==> src/design/bat_pkg.sv <==
// Package for the box alpha tracker: value and counter types, command codes
// and the saturating fixed-point helpers used by the datapath.
// Depends on nothing.
package bat_pkg;

  localparam int VAL_W = 20;
  localparam int FRAC_BITS = 4;
  localparam int COUNT_WIDTH_DEF = 16;
  localparam int ALPHA_W = 9;
  localparam int CNT_OUT_W = 16;

  typedef logic signed [VAL_W-1:0] val_t;
  typedef logic [ALPHA_W-1:0] alpha_t;
  typedef logic [1:0] cmd_t;

  localparam cmd_t CMD_PREDICT = 2'd0;
  localparam cmd_t CMD_UPDATE = 2'd1;
  localparam cmd_t CMD_START = 2'd2;

  localparam val_t ONE_FX = val_t'(1 << FRAC_BITS);
  localparam val_t VAL_MAX = {1'b0, {(VAL_W-1){1'b1}}};
  localparam val_t VAL_MIN = {1'b1, {(VAL_W-1){1'b0}}};
  localparam alpha_t ALPHA_RESET = alpha_t'(179);
  localparam alpha_t ALPHA_ONE = alpha_t'(256);

  // Saturate a 24-bit signed intermediate to the box value range.
  function automatic val_t sat_val(input logic signed [23:0] v);
    val_t r;
    if (v[23:VAL_W-1] == {(25-VAL_W){v[23]}}) begin
      r = v[VAL_W-1:0];
    end else begin
      r = v[23] ? VAL_MIN : VAL_MAX;
    end
    return r;
  endfunction

  // held + floor((a * (meas - held) + 128) / 256), which equals the
  // two-product blend because held * 256 is a whole multiple of 256.
  function automatic val_t blend(input val_t meas, input val_t held, input alpha_t a);
    logic signed [VAL_W:0] diff;
    logic signed [30:0] prod;
    logic signed [22:0] rnd;
    diff = (VAL_W+1)'(meas) - (VAL_W+1)'(held);
    prod = 31'(diff) * 31'($signed({1'b0, a})) + 31'sd128;
    rnd = prod[30:8];
    return sat_val(24'(held) + 24'(rnd));
  endfunction

endpackage

==> src/design/box_alpha_tracker.sv <==
// Top level of the box alpha tracker: input register, single-pass datapath
// on the track state, and result flag register. Depends on bat_pkg.
//
// Channel   Dir  Handshake           Payload
// s_*       in   s_tvalid/s_tready   tdata: rect_x,y,w,h; tuser: command
// m_*       out  m_tvalid/m_tready   tdata: rect, hit/age/miss; tuser: rejected
// cfg_*     in   cfg_we              cfg_wdata: alpha_gain
//
// One transaction is taken per cycle while the output is not stalled;
// acceptance loads the input register, and the datapath then runs it into
// the track state, which offers the result. The datapath is one blend multiply per box term.
// Reset restores the default gain, a unit box and zero counters.
// A stalled output holds the input register, and the slave side keeps
// s_tready deasserted while that register holds a transaction.
module box_alpha_tracker
  import bat_pkg::*;
#(
  parameter int COUNT_WIDTH = COUNT_WIDTH_DEF
) (
  input  logic         clk,
  input  logic         rst,
  input  logic         s_tvalid,
  output logic         s_tready,
  input  logic [79:0]  s_tdata,   // rect_x, rect_y, rect_w, rect_h
  input  logic [1:0]   s_tuser,   // command
  output logic         m_tvalid,
  input  logic         m_tready,
  output logic [127:0] m_tdata,   // out_x, out_y, out_w, out_h, hit_total,
                                  // age_total, miss_run
  output logic         m_tuser,   // rejected
  input  logic         cfg_we,
  input  logic [8:0]   cfg_wdata  // alpha_gain
);

  typedef logic [COUNT_WIDTH-1:0] cnt_t;

  alpha_t alpha;

  // Input register, with the measured centres already worked out.
  logic pipe_valid;
  cmd_t pipe_cmd;
  val_t pipe_x, pipe_y, pipe_w, pipe_h, pipe_cx, pipe_cy;

  // Track state.
  val_t cx, cy, sw, sh, vcx, vcy, vw, vh;
  val_t shown_x, shown_y, shown_w, shown_h;
  cnt_t hit_cnt, age_cnt, miss_cnt;
  logic rejected;

  val_t cx_next, cy_next, sw_next, sh_next, vcx_next, vcy_next, vw_next, vh_next;
  val_t shown_x_next, shown_y_next, shown_w_next, shown_h_next;
  cnt_t hit_cnt_next, age_cnt_next, miss_cnt_next;
  logic rejected_next;

  val_t in_x, in_y, in_w, in_h;
  val_t pcx, pcy, psw, psh;
  logic advance;

  assign advance = pipe_valid && (!m_tvalid || m_tready);
  assign s_tready = !pipe_valid || advance;

  assign in_x = s_tdata[19:0];
  assign in_y = s_tdata[39:20];
  assign in_w = s_tdata[59:40];
  assign in_h = s_tdata[79:60];

  always_ff @(posedge clk) begin
    if (rst) begin
      alpha <= ALPHA_RESET;
    end else if (cfg_we) begin
      alpha <= (cfg_wdata > ALPHA_ONE) ? ALPHA_ONE : cfg_wdata;
    end
  end

  always_ff @(posedge clk) begin
    if (rst) begin
      pipe_valid <= 1'b0;
    end else if (s_tready) begin
      pipe_valid <= s_tvalid;
    end
  end

  always_ff @(posedge clk) begin
    if (s_tvalid && s_tready) begin
      pipe_cmd <= s_tuser;
      pipe_x <= in_x;
      pipe_y <= in_y;
      pipe_w <= in_w;
      pipe_h <= in_h;
      pipe_cx <= sat_val(24'(in_x) + 24'(in_w >>> 1));
      pipe_cy <= sat_val(24'(in_y) + 24'(in_h >>> 1));
    end
  end

  // Predicted box, used only by a predict tick.
  always_comb begin
    pcx = sat_val(24'(cx) + 24'(vcx));
    pcy = sat_val(24'(cy) + 24'(vcy));
    psw = sat_val(24'(sw) + 24'(vw));
    psh = sat_val(24'(sh) + 24'(vh));
    if (psw < ONE_FX) begin
      psw = ONE_FX;
    end
    if (psh < ONE_FX) begin
      psh = ONE_FX;
    end
  end

  always_comb begin
    cx_next = cx;
    cy_next = cy;
    sw_next = sw;
    sh_next = sh;
    vcx_next = vcx;
    vcy_next = vcy;
    vw_next = vw;
    vh_next = vh;
    shown_x_next = shown_x;
    shown_y_next = shown_y;
    shown_w_next = shown_w;
    shown_h_next = shown_h;
    hit_cnt_next = hit_cnt;
    age_cnt_next = age_cnt;
    miss_cnt_next = miss_cnt;
    rejected_next = 1'b0;
    unique case (pipe_cmd)
      CMD_START: begin
        cx_next = pipe_cx;
        cy_next = pipe_cy;
        sw_next = (pipe_w > ONE_FX) ? pipe_w : ONE_FX;
        sh_next = (pipe_h > ONE_FX) ? pipe_h : ONE_FX;
        vcx_next = '0;
        vcy_next = '0;
        vw_next = '0;
        vh_next = '0;
        shown_x_next = pipe_x;
        shown_y_next = pipe_y;
        shown_w_next = pipe_w;
        shown_h_next = pipe_h;
        hit_cnt_next = '0;
        age_cnt_next = '0;
        miss_cnt_next = '0;
      end
      CMD_PREDICT: begin
        cx_next = pcx;
        cy_next = pcy;
        sw_next = psw;
        sh_next = psh;
        age_cnt_next = (&age_cnt) ? age_cnt : age_cnt + cnt_t'(1);
        miss_cnt_next = (&miss_cnt) ? miss_cnt : miss_cnt + cnt_t'(1);
        shown_x_next = sat_val(24'(pcx) - 24'(psw >>> 1));
        shown_y_next = sat_val(24'(pcy) - 24'(psh >>> 1));
        shown_w_next = psw;
        shown_h_next = psh;
      end
      CMD_UPDATE: begin
        if (pipe_w <= 0 || pipe_h <= 0) begin
          rejected_next = 1'b1;
        end else begin
          // Half the difference always fits the value range, so no clamp.
          if (hit_cnt != '0) begin
            vcx_next = val_t'(((VAL_W+1)'(pipe_cx) - (VAL_W+1)'(cx)) >>> 1);
            vcy_next = val_t'(((VAL_W+1)'(pipe_cy) - (VAL_W+1)'(cy)) >>> 1);
            vw_next = val_t'(((VAL_W+1)'(pipe_w) - (VAL_W+1)'(sw)) >>> 1);
            vh_next = val_t'(((VAL_W+1)'(pipe_h) - (VAL_W+1)'(sh)) >>> 1);
          end
          cx_next = blend(pipe_cx, cx, alpha);
          cy_next = blend(pipe_cy, cy, alpha);
          sw_next = blend(pipe_w, sw, alpha);
          sh_next = blend(pipe_h, sh, alpha);
          shown_x_next = pipe_x;
          shown_y_next = pipe_y;
          shown_w_next = pipe_w;
          shown_h_next = pipe_h;
          hit_cnt_next = (&hit_cnt) ? hit_cnt : hit_cnt + cnt_t'(1);
          miss_cnt_next = '0;
        end
      end
      default: begin
      end
    endcase
  end

  always_ff @(posedge clk) begin
    if (rst) begin
      cx <= '0;
      cy <= '0;
      sw <= ONE_FX;
      sh <= ONE_FX;
      vcx <= '0;
      vcy <= '0;
      vw <= '0;
      vh <= '0;
      shown_x <= '0;
      shown_y <= '0;
      shown_w <= '0;
      shown_h <= '0;
      hit_cnt <= '0;
      age_cnt <= '0;
      miss_cnt <= '0;
      rejected <= 1'b0;
    end else if (advance) begin
      cx <= cx_next;
      cy <= cy_next;
      sw <= sw_next;
      sh <= sh_next;
      vcx <= vcx_next;
      vcy <= vcy_next;
      vw <= vw_next;
      vh <= vh_next;
      shown_x <= shown_x_next;
      shown_y <= shown_y_next;
      shown_w <= shown_w_next;
      shown_h <= shown_h_next;
      hit_cnt <= hit_cnt_next;
      age_cnt <= age_cnt_next;
      miss_cnt <= miss_cnt_next;
      rejected <= rejected_next;
    end
  end

  always_ff @(posedge clk) begin
    if (rst) begin
      m_tvalid <= 1'b0;
    end else if (advance) begin
      m_tvalid <= 1'b1;
    end else if (m_tready) begin
      m_tvalid <= 1'b0;
    end
  end

  // The shown rectangle and counters only move on a transaction through the
  // datapath, so they double as the output register.
  assign m_tdata = {CNT_OUT_W'(miss_cnt), CNT_OUT_W'(age_cnt), CNT_OUT_W'(hit_cnt),
                    shown_h, shown_w, shown_y, shown_x};
  assign m_tuser = rejected;

  a_size_positive: assert property (@(posedge clk) disable iff (rst)
    sw > 0 && sh > 0)
    else $error("tracked box size is not positive");

  a_advance_shows: assert property (@(posedge clk) disable iff (rst)
    advance |=> m_tvalid)
    else $error("datapath transaction produced no result");

  a_reject_on_update: assert property (@(posedge clk) disable iff (rst)
    advance && rejected_next |-> pipe_cmd == CMD_UPDATE)
    else $error("rejection raised for a command other than update");

  a_pipe_holds: assert property (@(posedge clk) disable iff (rst)
    pipe_valid && !advance |=> pipe_valid && $stable(pipe_cmd) && $stable(pipe_cx))
    else $error("input register lost a stalled transaction");

endmodule
==> config.mk <==
export PLATFORM = sky130hd
export DESIGN_NAME = box_alpha_tracker
export DESIGN_NICKNAME = d
export VERILOG_FILES = /design/src/design/bat_pkg.sv /design/src/design/box_alpha_tracker.sv
export SDC_FILE = /design/constraint.sdc
export NUM_CORES = 2
export LEC_CHECK = 0
export ABC_AREA = 1
export BUFFER_PORTS_ARGS = -buffer_cell sky130_fd_sc_hd__buf_4
export CELL_PAD_IN_SITES_DETAIL_PLACEMENT = 1
export CELL_PAD_IN_SITES_GLOBAL_PLACEMENT = 1
export CORE_ASPECT_RATIO = 1.75
export CORE_MARGIN = 4
export CORE_UTILIZATION = 44
export CTS_BUF_LIST = sky130_fd_sc_hd__clkbuf_2 sky130_fd_sc_hd__clkbuf_4 sky130_fd_sc_hd__clkbuf_8
export CTS_CLUSTER_DIAMETER = 150
export CTS_CLUSTER_SIZE = 25
export DETAILED_ROUTE_END_ITERATION = 6
export PLACE_DENSITY = 0.85
export SLEW_MARGIN = 20
export SYNTH_ARGS = -nofsm -noshare
export SYNTH_HDL_FRONTEND = slang
export SYNTH_SLANG_ARGS = --single-unit
==> constraint.sdc <==
create_clock -name clk -period 8.45 [get_ports clk]
set_input_delay 0.845 -clock clk [delete_from_list [all_inputs] [get_ports clk]]
set_output_delay 0.845 -clock clk [all_outputs]
set_load 0.01 [all_outputs]
# ---- Word level (Yosys, flattened, before mapping)
# Cells that the tools add are included.
dict set report op_classes {
  eq_ne 19
  mux 69
  shifts 0
  reduce_logical 21
  bitwise_logic 0
  n_mul 4
  add_sub_neg 23
  n_div 0
  magnitude_cmp 7
}
# cell n
set ops {}
lappend ops {{$mux W20} 44}
lappend ops {{$pmux W20 S3} 8}
lappend ops {{$pmux W20 S2} 4}
lappend ops {{$add A31 B9 Y31 const B} 4}
lappend ops {{$mul A21 B10 Y31} 4}
lappend ops {{$add A20 B23 Y24} 4}
lappend ops {{$add A20 B20 Y21} 4}
lappend ops {{$sub A20 B20 Y21} 4}
lappend ops {{$mux W16} 5}
lappend ops {{$pmux W16 S2} 2}
lappend ops {{$add A16 B1 Y16 const B} 3}
lappend ops {{$eq A4 B4 Y1} 12}
lappend ops {{$pmux W16 S3} 1}
lappend ops {{$reduce_and A16 Y1} 3}
lappend ops {{$add A20 B19 Y21} 2}
lappend ops {{$sub A20 B19 Y21} 2}
lappend ops {{$gt A20 B6 Y1 const B} 2}
lappend ops {{$le A20 B1 Y1 const B} 2}
lappend ops {{$lt A20 B6 Y1 const B} 2}
lappend ops {{$reduce_bool A16 Y1} 1}
lappend ops {{$reduce_and A4 Y1} 3}
lappend ops {{$ne A2 B2 Y1 const B} 5}
lappend ops {{$gt A9 B9 Y1 const B} 1}
lappend ops {{$mux W9} 1}
lappend ops {{other kinds (10)} 20}
dict set report word_totals {
  output_inout_bits 131
  latchBits 0
  elab_cells 169
  romBits 0
  in_bits 96
  memories 0
  mem_bits_rw 0
  register_bits 422
}

# ---- Longest topological paths before layout
dict set report depth {
  depth_word 9
  ltp_mapped 54
}

# ---- Worst setup path after synthesis
# OpenSTA, ideal clock, no wires.
dict set report synth_path {
  path_kind {register -> register}
  start {reg pipe_w[0]}
  end {reg sw[16]}
  path_stages_with_launch 46
  setup_ns 0.122
  path_slack_ns 0.530
  path_buffers 2
  arrival_ns 7.799
  path_cell_list {edfxtp_1 -> inv_1 -> ha_1 -> inv_1 -> fa_1 -> nand3_1 -> nand2_1 -> a21oi_1 -> o21ai_0 -> xor2_1 -> nand2_1 -> fa_1 -> fa_1 -> inv_1 -> fa_1 -> fa_1 -> inv_1 -> fa_1 -> (+10 left out) -> ha_1 -> nand2_1 -> nand2_1 -> inv_1 -> nand2_1 -> a21oi_1 -> nand3_1 -> nand2_1 -> nand2_2 -> nor2_1 -> nand2_1 -> nand2_1 -> and2_4 -> buf_6 -> buf_6 -> nand2_2 -> nand2_1 -> a21oi_2}
}
dict set report synth_between {
  elab_chain_cells 8
  elab_cells_between_ends 15
  cone_classes {add/sub: 3; mul: 1; order compare: 2; eq/ne: 2; mux: 5; reduce/logical: 2}
}
# item line_no
set synth_rtl {}
lappend synth_rtl {{start, declared} box_alpha_tracker.sv:42} ;# val_t pipe_x, pipe_y, pipe_w, pipe_h, pipe_cx, pipe_cy;
lappend synth_rtl {{start signal, assigned} box_alpha_tracker.sv:88} ;# pipe_w <= in_w;
lappend synth_rtl {{$sub A20 B20 Y21} bat_pkg.sv:43} ;# diff = (VAL_W+1)'(meas) - (VAL_W+1)'(held);
lappend synth_rtl {{$mul A21 B10 Y31} bat_pkg.sv:44} ;# prod = 31'(diff) * 31'($signed({1'b0, a})) + 31'sd128;
lappend synth_rtl {{$add A31 B9 Y31} bat_pkg.sv:44}
lappend synth_rtl {{$add A20 B23 Y24} bat_pkg.sv:46} ;# return sat_val(24'(held) + 24'(rnd));
lappend synth_rtl {{$eq A4 B4 Y1 or $mux W20 (tied branches)} {bat_pkg.sv:29, bat_pkg.sv:32}}
lappend synth_rtl {{$mux W20} bat_pkg.sv:29} ;# if (v[23:VAL_W-1] == {(25-VAL_W){v[23]}}) begin
lappend synth_rtl {{$mux W20} box_alpha_tracker.sv:157} ;# if (pipe_w <= 0 || pipe_h <= 0) begin
lappend synth_rtl {{$pmux W20 S3} box_alpha_tracker.sv:126} ;# unique case (pipe_cmd)
lappend synth_rtl {{end signal, assigned} box_alpha_tracker.sv:205} ;# sw <= sw_next;
lappend synth_rtl {{end, declared} box_alpha_tracker.sv:45} ;# val_t cx, cy, sw, sh, vcx, vcy, vw, vh;
# Several ways; a longest one is shown, not always the timed one. The select of a mux whose other input is x is not followed.
# A chain may end at the register's enable or synchronous reset.

# ---- Worst setup path after layout
dict set report layout_path {
  start {reg pipe_h[0]}
  end {reg sh[12]}
}
dict set report layout_between {
  elab_chain_cells 8
  elab_cells_between_ends 15
  cone_classes {add/sub: 3; mul: 1; order compare: 2; eq/ne: 2; mux: 5; reduce/logical: 2}
}
# item line_no
set layout_rtl {}
lappend layout_rtl {{start, declared} box_alpha_tracker.sv:42}
lappend layout_rtl {{start signal, assigned} box_alpha_tracker.sv:89} ;# pipe_h <= in_h;
lappend layout_rtl {{$sub A20 B20 Y21} bat_pkg.sv:43}
lappend layout_rtl {{$mul A21 B10 Y31} bat_pkg.sv:44}
lappend layout_rtl {{$add A31 B9 Y31} bat_pkg.sv:44}
lappend layout_rtl {{$add A20 B23 Y24} bat_pkg.sv:46}
lappend layout_rtl {{$eq A4 B4 Y1 or $mux W20 (tied branches)} {bat_pkg.sv:29, bat_pkg.sv:32}}
lappend layout_rtl {{$mux W20} bat_pkg.sv:29}
lappend layout_rtl {{$mux W20} box_alpha_tracker.sv:157}
lappend layout_rtl {{$pmux W20 S3} box_alpha_tracker.sv:126}
lappend layout_rtl {{end signal, assigned} box_alpha_tracker.sv:206} ;# sh <= sh_next;
lappend layout_rtl {{end, declared} box_alpha_tracker.sv:45}
# Several ways; a longest one is shown, not always the timed one. The select of a mux whose other input is x is not followed.

==> run summary <==
### Status
• **run status** finished, violations left
• **violations in the final reports** design-rule violations, max-capacitance violations, max-slew violations, negative setup slack

### STA
• **Max Fclk** 0.09424 GHz
• **number of failing setup endpoints in the final timing report** 80
• **count of final hold-check violations** 0
• **max-slew violation count** 2
• **worst setup skew after layout** 0.1166 ns
• **unrepaired setup endpoints after global routing** yes
• **crit share post-route** 125.6%
• **fin worst setup slack** -2.161 ns
• **worst relative slew slack** -7.776%
• **shortest clock period the worst path allows after layout** 10.61 ns
• **actual slew at the worst max-slew pin** 1.605 ns

### Floorplanning
• **standard-cell rows** 188
• **Core Box Area** 0.1503 sq mm
• **die extent in x** 302.4 microns
• **Starting Density** 44.41%
• **Vert. Die Dim** 523.3 microns
• **I/O pin total** 227
• **total die area** 0.1583 sq mm

### Yosys
• **Simple-Gate Fraction of Synth Area** 24.32%
• **share of the synthesized netlist area taken by xor and xnor gates** 5.301%
• **Net Count, Synth** 10,910
• **number of flops mapped to enable cells by yosys** 122
• **most common flop cell mapped by yosys** sky130_fd_sc_hd__dfxtp_1
• **Mean Syn Cell Area** 7.060 sq um
• **Synth async-reset ratio** 0%
• **synthesis-stage register bit count** 422
• **register area share after synthesis** 14.49%
• **synth unique cells** 73
• **Synth Cell Area** 0.06675 sq mm
• **Gate Count Post-Synth** 9,455
• **area share of fa/ha/maj cells after synthesis** 32.61%
• **share of cell area taken by muxes after synthesis** 0%
• **largest family of logic cells by synthesized area** adder cells
• **number of synthesis warnings** 0
• **compound-cell area share of the yosys netlist** 12.26%

### Worst setup path
• **critical path's largest stage delay** 0.98 ns
• **library cell appearing most often on the critical path** sky130_fd_sc_hd__fa_1
• **WP data arrival** 11.31 ns
• **Req. time, crit path** 9.15 ns
• **Worst Setup End Kind** flop
• **kind of launch point of the worst setup path** flop
• **maximum fanout along the worst path** 8
• **family with the most delay on the worst path** adder cells
• **slowest CP cell** sky130_fd_sc_hd__fa_1
• **crit path buf inv count** 14
• **kind of critical path** reg2reg

### Route
• **violation count after the first detailed-routing iteration** 7,406
• **vias after detailed routing** 80,070
• **Routed Antenna Nets** 0
• **vias per std cell** 6.250
• **post-detailed-route DRC marker count** 2
• **overall routed net length** 399.4 mm
• **router iterations before antenna repair** 7
• **detailed-route wire length per cell** 31.18 microns

### CTS
• **hold-fix buffers at CTS** 0
• **# clock sinks** 422
• **Clk pin slew, worst setup/hold paths** 0.22 ns
• **CTS buffer count** 22
• **library cell used as clock root buffer** sky130_fd_sc_hd__clkbuf_8
• **Longest Clk Path Bufs** 3
• **Clock H-tree levels** 1
• **Skew-Pair Late Insertion Delay** 0.89 ns
• **TritonCTS clock tree** yes

### Place
• **Worst Setup Slack post-DPL** -1.047 ns
• **detailed-placement wirelength estimate** 264.3 mm
• **PortBufs** 226
• **placement-stage cell area** 0.07847 sq mm
• **final estimated routing congestion in global placement** 1.047

### Finish
• **fraction of layout cells with a size suffix above 1** 27.19%
• **cell area after layout** 0.08761 sq mm
• **layout overhead on the synthesized area** 31.24%
• **Final #Nets** 12,230

### Global route
• **number of antenna violations at the first check in global routing** 47
• **GRT overflow** 0
• **first-pass GRT wire length** 486.3 mm
• **via count of the first global-routing pass** 81,680
• **total routing resource utilization after global routing** 40.74%
• **maximum number of pins on one net before global-route repair** 144

### Flow run
• **Max Cap Violations** 1

### Worst hold path
• **path class of the lowest-slack min-delay path** in2reg

==> kinds of logic after synthesis <==
group | count (synthesis)
adder cells (fa/ha/maj) | 1358
XOR/XNOR | 398
flip-flops | 422
buffers and inverters | 1899
AND/OR/NAND/NOR | 3912
AO/OA/AOI/OAI | 1466
==> path summary, 6_finish.rpt <==
path	startpoint	end	slack (ns)	cells after the start
worst max-delay path	pipe_h[0]	sh[12]	-2.16	44
worst min register to register	shown_y[14]	shown_y[14]	0.48	2
worst max register to register	pipe_h[0]	sh[12]	-2.16	44
worst min-delay path	s_tdata[37]	pipe_y[17]	0.13	1
==> layout by cell type (no fill, tap or decap), types with 170 or more instances in the layout <==
cell / count
sky130_fd_sc_hd__nor2_1: 756
sky130_fd_sc_hd__nand2_1: 1963
sky130_fd_sc_hd__o21ai_0: 306
sky130_fd_sc_hd__a21oi_1: 601
sky130_fd_sc_hd__inv_1: 1531
sky130_fd_sc_hd__a21oi_2: 170
sky130_fd_sc_hd__xor2_1: 209
sky130_fd_sc_hd__ha_1: 596
sky130_fd_sc_hd__fa_1: 578
sky130_fd_sc_hd__dfxtp_1: 294
sky130_fd_sc_hd__buf_4: 1417
sky130_fd_sc_hd__nand3_1: 306
sky130_fd_sc_hd__nand2_2: 253
==> synth_stat cells (all sizes together), types with 97 or more instances <==
| cell type | count | area [sq um] |
|---|---|---|
| ha | 722 | 9034 |
| o21ai | 402 | 2046 |
| a21oi | 803 | 4109 |
| nand2 | 2311 | 8800 |
| edfxtp | 122 | 3664 |
| dfxtp | 300 | 6006 |
| xnor2 | 155 | 1376 |
| nor2 | 900 | 3466 |
| inv | 1653 | 6205 |
| nand4 | 97 | 613.1 |
| fa | 636 | 12730 |
| nand3 | 402 | 2052 |
| clkbuf | 165 | 620.6 |
| xor2 | 243 | 2162 |
==> per-layer routing <==
layer	track usage (%)	wire length (microns)	vias up
met5	0	356	-
met4	36.65	53900	38
met3	7.961	40780	3130
met2	72.72	180800	5627
met1	39.51	123600	38720
li1	-	-	32560
==> layout make-up <==
class	instances	area [sq um]
Fill cell	18650	62700
Timing Repair Buffer	1541	12420
Sequential cell	422	9684
Inverter	1654	6276
Clock inverter	6	93.84
Tap cell	1995	2496
Antenna cell	22	55.05
Multi-Input combinational cell	7137	56190
Clock buffer	34	399.1
==> repair_timing <==
action | 4_1_cts | 5_1_grt
cloned | 5 | 10
gates resized for setup | 404 | 1215
buffers inserted | 65 | 133
setup endpoints to repair | 80 | 80
pin swaps | 160 | 600
==> per-stage QoR <==
step | hold slack [ns] | utilization, % | setup TNS, ns | cells
floorplan | 0.4482 | - | 0 | 9455
global placement | 0.4531 | 52.20 | -28.45 | 12550
detailed placement | 0.4580 | 52.20 | -56.57 | 12550
CTS | 0.1555 | 54.03 | -15.15 | 12660
global route | 0.1306 | 58.26 | -120.67 | 12790
finish | 0.1260 | 58.29 | -109.65 | 12810
Power is left out: the tool's default activity adds up to more than one toggle a clock period on the data nets, which glitch-free logic cannot reach.
